**config.mk**
```make
export PLATFORM = sky130hd
export DESIGN_NAME = utf8_stream_decoder_core
export DESIGN_NICKNAME = d
export VERILOG_FILES = /design/src/rtl/utf8sd_pkg.sv /design/src/rtl/utf8sd_decode.sv /design/src/rtl/utf8_stream_decoder_core.sv
export SDC_FILE = /design/constraint.sdc
export NUM_CORES = 1
export LEC_CHECK = 0
export CAP_MARGIN = 20
export CORE_ASPECT_RATIO = 0.6
export CORE_MARGIN = 8
export CORE_UTILIZATION = 40
export CTS_BUF_LIST = sky130_fd_sc_hd__clkbuf_8
export DETAILED_ROUTE_END_ITERATION = 8
export DONT_BUFFER_PORTS = 1
export PLACE_DENSITY = 0.54
export SYNTH_ARGS = -nofsm -noshare
export SYNTH_HDL_FRONTEND = slang
export SYNTH_SLANG_ARGS = --single-unit
export TNS_END_PERCENT = 5
```
**constraint.sdc**
```tcl
create_clock -name clk_i -period 10.7 [get_ports clk_i]
set_clock_uncertainty 0.05 [all_clocks]
set_input_delay 1.07 -clock clk_i [delete_from_list [all_inputs] [get_ports clk_i]]
set_output_delay 1.07 -clock clk_i [all_outputs]
set_load 0.03 [all_outputs]
```
**src/rtl/utf8sd_pkg.sv**
```systemverilog
`default_nettype none

package utf8sd_pkg;

  localparam int unsigned ByteW = 8;
  localparam int unsigned CodeW = 31;
  localparam int unsigned LenW  = 3;
  localparam int unsigned StatW = 2;

  // Result status codes
  typedef enum logic [StatW-1:0] {
    ST_OK  = 2'd0,
    ST_ERR = 2'd1,
    ST_END = 2'd2
  } status_e;

  // One decoded result, valid only when valid is set
  typedef struct packed {
    logic             valid;
    logic [CodeW-1:0] char_code;
    logic [LenW-1:0]  seq_length;
    status_e          status;
  } result_t;

endpackage

`default_nettype wire

```
**src/rtl/utf8sd_decode.sv**
```systemverilog
`default_nettype none

module utf8sd_decode import utf8sd_pkg::*; (
  input  wire logic             clk_i,
  input  wire logic             rst_ni,
  input  wire logic             fire_i,
  input  wire logic [ByteW-1:0] byte_i,
  output result_t               res_o
);

  logic [LenW-1:0]  pending_q, pending_d;
  logic [CodeW-1:0] partial_q, partial_d;
  logic [LenW-1:0]  total_q, total_d;
  logic             is_cont;
  logic [CodeW-1:0] shifted;

  assign is_cont = (byte_i[7:6] == 2'b10);
  assign shifted = {partial_q[CodeW-7:0], byte_i[5:0]};

  always_comb begin
    pending_d = pending_q;
    partial_d = partial_q;
    total_d   = total_q;
    res_o     = '{valid: 1'b0, char_code: '0, seq_length: '0, status: ST_OK};

    if (pending_q != '0) begin
      if (!is_cont) begin
        // broken sequence: drop it and flag the byte
        pending_d    = '0;
        partial_d    = '0;
        total_d      = '0;
        res_o.valid  = 1'b1;
        res_o.status = ST_ERR;
      end else if (pending_q == LenW'(1)) begin
        pending_d        = '0;
        partial_d        = '0;
        total_d          = '0;
        res_o.valid      = 1'b1;
        res_o.char_code  = shifted;
        res_o.seq_length = total_q;
        res_o.status     = ST_OK;
      end else begin
        pending_d = pending_q - LenW'(1);
        partial_d = shifted;
      end
    end else begin
      priority if (byte_i == '0) begin
        res_o.valid  = 1'b1;
        res_o.status = ST_END;
      end else if (!byte_i[7]) begin
        res_o.valid      = 1'b1;
        res_o.char_code  = CodeW'(byte_i);
        res_o.seq_length = LenW'(1);
        res_o.status     = ST_OK;
      end else if (!byte_i[6]) begin
        res_o.valid  = 1'b1;
        res_o.status = ST_ERR;
      end else if (!byte_i[5]) begin
        partial_d = CodeW'(byte_i[4:0]);
        total_d   = LenW'(2);
        pending_d = LenW'(1);
      end else if (!byte_i[4]) begin
        partial_d = CodeW'(byte_i[3:0]);
        total_d   = LenW'(3);
        pending_d = LenW'(2);
      end else if (!byte_i[3]) begin
        partial_d = CodeW'(byte_i[2:0]);
        total_d   = LenW'(4);
        pending_d = LenW'(3);
      end else if (!byte_i[2]) begin
        partial_d = CodeW'(byte_i[1:0]);
        total_d   = LenW'(5);
        pending_d = LenW'(4);
      end else if (!byte_i[1]) begin
        partial_d = CodeW'(byte_i[0]);
        total_d   = LenW'(6);
        pending_d = LenW'(5);
      end else begin
        res_o.valid  = 1'b1;
        res_o.status = ST_ERR;
      end
    end
  end

  always_ff @(posedge clk_i or negedge rst_ni) begin
    if (!rst_ni) begin
      pending_q <= '0;
      partial_q <= '0;
      total_q   <= '0;
    end else if (fire_i) begin
      pending_q <= pending_d;
      partial_q <= partial_d;
      total_q   <= total_d;
    end
  end

endmodule

`default_nettype wire

```
**src/rtl/utf8_stream_decoder_core.sv**
```systemverilog
// Byte-serial UTF-8 decoder. Feed one word (a raw byte) per handshake on
// in_*; complete sequences, errors and NUL terminators come out as one word
// each on out_*. Legacy five- and six-byte lead forms are decoded, giving
// code points of up to 31 bits; overlong forms pass unchecked. A stray
// continuation, a 0xFE/0xFF lead, or a non-continuation byte inside a
// sequence yields status 1 (the offending byte is consumed and the decoder
// returns to idle); a NUL lead yields status 2. The block sustains one byte
// per cycle while the output is not stalled: each byte passes through an input
// register, one shallow decode step and an output register, and a stalled
// output holds one result while the next byte is already registered. Sequence
// bytes that complete no word produce no output.
`default_nettype none

module utf8_stream_decoder_core import utf8sd_pkg::*; (
  input  wire logic             clk_i,
  input  wire logic             rst_ni,
  input  wire logic             in_valid_i,
  output logic                  in_ready_o,
  input  wire logic [ByteW-1:0] in_byte_i,
  output logic                  out_valid_o,
  input  wire logic             out_ready_i,
  output logic [CodeW-1:0]      char_code_o,
  output logic [LenW-1:0]       seq_length_o,
  output logic [StatW-1:0]      status_o
);

  // Input register: holds one byte waiting for the decode step
  logic             in_valid_q;
  logic [ByteW-1:0] in_byte_q;

  // Output register: holds one finished word until taken
  logic             out_valid_q;
  logic [CodeW-1:0] char_code_q;
  logic [LenW-1:0]  seq_length_q;
  status_e          status_q;

  logic    fire;
  logic    out_free;
  result_t res;

  // The output register can take a new word when empty or being drained.
  assign out_free   = !out_valid_q || out_ready_i;
  // Advance the decoder on the registered byte when the result has a home.
  assign fire       = in_valid_q && out_free;
  assign in_ready_o = !in_valid_q || fire;

  always_ff @(posedge clk_i or negedge rst_ni) begin
    if (!rst_ni) begin
      in_valid_q <= 1'b0;
    end else if (in_ready_o) begin
      in_valid_q <= in_valid_i;
    end
  end

  always_ff @(posedge clk_i) begin
    if (in_ready_o && in_valid_i) begin
      in_byte_q <= in_byte_i;
    end
  end

  utf8sd_decode u_decode (
    .clk_i  (clk_i),
    .rst_ni (rst_ni),
    .fire_i (fire),
    .byte_i (in_byte_q),
    .res_o  (res)
  );

  // Valid flag of the output register: load a word, or drop the taken one.
  always_ff @(posedge clk_i or negedge rst_ni) begin
    if (!rst_ni) begin
      out_valid_q <= 1'b0;
    end else if (out_free) begin
      out_valid_q <= fire && res.valid;
    end
  end

  always_ff @(posedge clk_i) begin
    if (fire && res.valid) begin
      char_code_q  <= res.char_code;
      seq_length_q <= res.seq_length;
      status_q     <= res.status;
    end
  end

  assign out_valid_o  = out_valid_q;
  assign char_code_o  = char_code_q;
  assign seq_length_o = seq_length_q;
  assign status_o     = status_q;

  // A non-ok word carries neither a value nor a length.
  assert property (@(posedge clk_i) disable iff (!rst_ni)
    (out_valid_o && status_o != ST_OK) |-> (char_code_o == '0 && seq_length_o == '0))
    else $error("error or end word carries data");

  // An ok word has a length between one and six.
  assert property (@(posedge clk_i) disable iff (!rst_ni)
    (out_valid_o && status_o == ST_OK) |-> (seq_length_o != '0 && seq_length_o <= LenW'(6)))
    else $error("ok word with bad length");

  // A registered byte that cannot be decoded must block new input.
  assert property (@(posedge clk_i) disable iff (!rst_ni)
    (in_valid_q && out_valid_q && !out_ready_i) |-> !in_ready_o)
    else $error("input taken while decode stage stalled");

endmodule

`default_nettype wire

```
# After elaboration in Yosys (flattened, before gate mapping)
# Index checks and enable logic that the tools add are counted.
# classes
addsub	1
eq_ne	5
mux	56
n_reduce_logical	13
# ops
cell	n
25-bit two-way mux	11
37-bit two-way mux	2
34-bit two-way mux	2
3-bit two-way mux	22
2-bit two-way mux	8
1-bit two-way mux	10
10-bit two-way mux	1
8-bit logical NOT	1
6-bit by 5-bit inequality test with 1-bit output (second input constant)	1
6-bit AND reduction	1
5-bit AND reduction	1
2-bit nonzero test	2
3-bit by 1-bit == test with 1-bit output (second input constant)	1
1-bit logical AND	3
3-bit inequality test (second input constant)	1
3-bit nonzero test	1
3-bit by 1-bit subtractor with 3-bit output (second input constant)	1
2-bit == test (second input constant)	1
1-bit logical NOT	2
1-bit logical OR	2
2-bit by 1-bit inequality test with 1-bit output (second input constant)	1
# totals
register_bits	77
inputBits	12
out_inout_bits	38
word_cells	84

# Logic depth before layout (Yosys ltp)
# depth
word_depth	10
mapped_depth	9
ltp_nobuf	6

# Modules after synthesis
# From an unflattened synthesis, not the netlist that was laid out.
# unflattened
cells_unflattened	261
hier_area_um2	3179.3
# modules_own_cells
mod	n_inst	cells_each	area_each_um2	seq_area_each_um2
utf8sd_decode	1	207	1746.7	775.7
utf8_stream_decoder_core	1	54	1432.6	1371.3

# Worst setup path after synthesis
# Ideal clock, no wire load.
# synth_path
path_type	input to register
startpoint	input port out_ready_i
endpoint	register char_code_q[0], in the netlist char_code_o[0] (enable)
setup_ps	453
arrival_time_ps	3232
t_required_ps	10197
setup_slack_ps	6965
stages	3
path_buffers	0
cell_sequence	nand2b_1 -> o211ai_1 -> a31oi_1
# synth_via
elab_chain_cells	3
# synth_rtl
element	line_no	text
start, declared	utf8_stream_decoder_core.sv:21	input wire logic out_ready_i,
1-bit logical OR	utf8_stream_decoder_core.sv:42	assign out_free = !out_valid_q || out_ready_i;
1-bit logical AND	utf8_stream_decoder_core.sv:44	assign fire = in_valid_q && out_free;
1-bit logical AND	utf8_stream_decoder_core.sv:79	if (fire && res.valid) begin
end signal, assigned	utf8_stream_decoder_core.sv:80	char_code_q <= res.char_code;
end, declared	utf8_stream_decoder_core.sv:33	logic [CodeW-1:0] char_code_q;
# Every way passes these cells.
# A chain may end at the register's enable or synchronous reset.

# Worst setup path in the final report
# layout_path
startpoint	register u_decode.pending_q[0]
endpoint	register u_decode.partial_q[0]
# layout_via
elab_chain_cells	4
elab_cells_between_ends	10
classes_between	3 x eq/ne; 3 x mux; 4 x reduce/logical
# layout_rtl
element	line_no	text
start, declared	utf8sd_decode.sv:11	logic [LenW-1:0] pending_q, pending_d;
start signal, assigned	utf8sd_decode.sv:91	pending_q <= pending_d;
3-bit by 1-bit == test with 1-bit output	utf8sd_decode.sv:34	end else if (pending_q == LenW'(1)) begin
25-bit two-way mux	utf8sd_decode.sv:34	
25-bit two-way mux	utf8sd_decode.sv:27	if (!is_cont) begin
25-bit two-way mux	utf8sd_decode.sv:26	if (pending_q != '0) begin
end signal, assigned	utf8sd_decode.sv:92	partial_q <= partial_d;
end, declared	utf8sd_decode.sv:12	logic [CodeW-1:0] partial_q, partial_d;
# Parallel ways exist; a longest one is shown, timed or not.

==> out/metrics.cfg <==
[sta]
slew_headroom_pct=30.0
worst_hold_slack_ps=356
fin_crit_ps=3030
tns_ps=0
rsz0062_at_grt=false
fmax_ghz=0.330
tightest_slew_ps=1050
finalSetupViolations=0
timing.final.crit_share_pct=28.3
finalHoldViolations=0
final_max_slew_viol_count=0

[synth]
ys_seq_area_share_pct=66.3
synthXorXnorAreaFrac_pct=0
synth_area_sq_mm=0.00324
synth.area.top_cells=edfxtp_1 (41%), dfrtp_1 (25%), o21ai_0 (6.0%), and2_1 (5.6%), o21ai_1 (2.9%)
synth_edf_count=44
synth_area_per_cell_sq_um=12.2
async_reset_ff_share_pct=42.9
synthFlopType=edfxtp_1
synth_top_family_by_area=simple AND/OR/NAND/NOR gates
syn_inst=266
synth_mux_area_share_pct=1.35
synth_seq_cells=77
synth_compound_area_share_pct=13.3
synthAdderAreaFrac_pct=1.16
synth.yosys.warnings=0
yosysTopAreaCellShare_pct=40.8
synth.net_count=281
synthSimpleGateAreaFrac_pct=14.2
synth_cell_type_count=40
synth_top_area_cell=edfxtp_1

[power_and_ir_drop]
p_leak_nw=1.35
ir_drop_mv=0.102
power.switching_uw=336
powerDensity_mw_per_mm2=264
swShare_pct=35.8
comb_power_share_pct=20.2
internal-power_uw=603
seqPwrFrac_pct=52.9
fin_total_pwr_uw=940
clock_power_share_pct=26.9

[run_status]
status=finished, final reports clean

[finish]
drive_gt1_share_pct=9.70
design_area_sq_mm=0.00356
layout_commonest_cell=edfxtp_1
n_fill_cell=755
seq_area_sq_mm=0.00215
layout_common_cells=edfxtp_1 (44), o21ai_0 (39), dfrtp_1 (33)
synthToLayoutAreaGrowth_pct=9.88
final_nets=278
multi_input_area_sq_um=998
diodes=0

[place]
gp_congestion=0.807
placed_area_sq_mm=0.00330
hpwl_um=4250
port-buffer-count=0

[global_route]
antenna_found_initial=1
grt_overflow=0
track_usage_pct=12.3
grt_pass1_vias=1958
grt_pass1_wl_um=10900
grt_max_degree=34

[clock_network]
cts-root-to-sink-buffers=2
cts_buffers=9
cts_hold_buffers=0
cts_tree=done
cts-root-buf=clkbuf_8
ctsResizeCount=0
cts.htree.levels=3
cts.clk_slew.worst_paths_ps=80
cts_setup_buffers=0
clk_latency_ps=350
cts.sinks=77

[critical_path]
crit_type=register to register
crit_path_end_kind=register
cp-start-kind=register
cp_max_fo=27
r2r_cells=7
cp.required_ps=10840
cp.arrival_ps=3170

[floorplan]
rows=25
core-area_sq_mm=0.00788
die_h_um=85.7
ioPinCount=50
die_w_um=132
dieArea_sq_mm=0.0113
start_util_pct=41.1

[detailed_routing]
avgRoutedWirePerCell_um=17.3
dr.pass1.iters=4
drc=0
drt_iter0_drc=144
routed_wl_um=6520
routed-via-count=1932
viasPerCell=5.14
ant_nets=0

[worst_hold_path]
hp-class=input pin to asynchronous set/reset pin

[job]
max_cap_violations=0

-- metrics by stage --
stage / std cells / setup WS (ps) / util (%)
after floorplan: 266 / 6960 / -
after global placement: 358 / 7570 / 41.9
after detailed placement: 358 / 7410 / 41.9
after CTS: 374 / 7410 / 44.8
after global routing: 376 / 7410 / 45.2
final: 376 / 7670 / 45.2
-- power by group through the flow --
stage	clock [mW]	sequential, mW	combinational [mW]
after floorplan	0	0.491	0.157
after global placement	0	0.506	0.179
after detailed placement	0	0.506	0.182
after CTS	0.261	0.500	0.182
after global routing	0.276	0.507	0.213
final	0.252	0.497	0.190
-- cells in the mapped netlist (all sizes together) (2+ instances only) --
master,instances
clkbuf,10
and2,29
nor2b,7
o21ai,59
nor2,8
o31ai,2
a21o,2
nand2,25
nand3,2
edfxtp,44
dfrtp,33
nor3,3
mux2,3
nand2b,5
inv,4
buf,7
ha,3
a31oi,3
a21oi,2
-- cell families (layout without fill, tap and decap cells) --
group | count (synthesis) | in the layout
DFF | 77 | 77
muxes | 4 | 4
buffers and inverters | 21 | 23
AOI/OAI and AO/OA | 76 | 76
adders and majority gates | 3 | 3
and+or+nand+nor | 85 | 85
-- worst max-delay path, cell delays in order (launching register included) --
cell	delay, ps
dfrtp_1	400
inv_1	110
ha_1	300
nand2b_1	260
o221ai_2	550
buf_8	240
or2_1	740
o21ai_0	220
-- state kept, by name (all words and copies together) (netlist names), 2 cells and up --
register / flops
in_byte_q: 8
seq_length_o: 3
u_decode.total_q: 3
u_decode.pending_q: 3
char_code_o: 31
u_decode.partial_q: 25
status_o: 2
-- worst paths after layout --
check | from | end | slack, ps
max | u_decode.pending_q[0] | u_decode.partial_q[0] | 7670
min | rst_ni | u_decode.partial_q[15] | 360
max reg2reg | u_decode.pending_q[0] | u_decode.partial_q[0] | 7670
min reg2reg | u_decode.total_q[2] | u_decode.total_q[2] | 450
max in group asynchronous | rst_ni | u_decode.total_q[1] | 10160
min in group clk_i | u_decode.total_q[2] | u_decode.total_q[2] | 450
-- area by class of cell --
class                      instances  area share [%]
sequential                        77            60.3
multi-input combinational        168            28.0
tap                              108            3.79
clock buffer                       9            3.48
clock inverter                     7            3.02
timing repair buffer               3           0.949
inverter                           4           0.422
-- metal layers --
| metal | vias up | global-route usage (%) | wire (um) |
|---|---|---|---|
| met5 | - | 0 | 13 |
| met4 | 2 | 4.30 | 87 |
| met1 | 921 | 16.9 | 3250 |
| met3 | 12 | 6.48 | 581 |
| met2 | 60 | 15.8 | 2590 |
| li1 | 937 | - | - |
(Power assumes the default switching activity.)
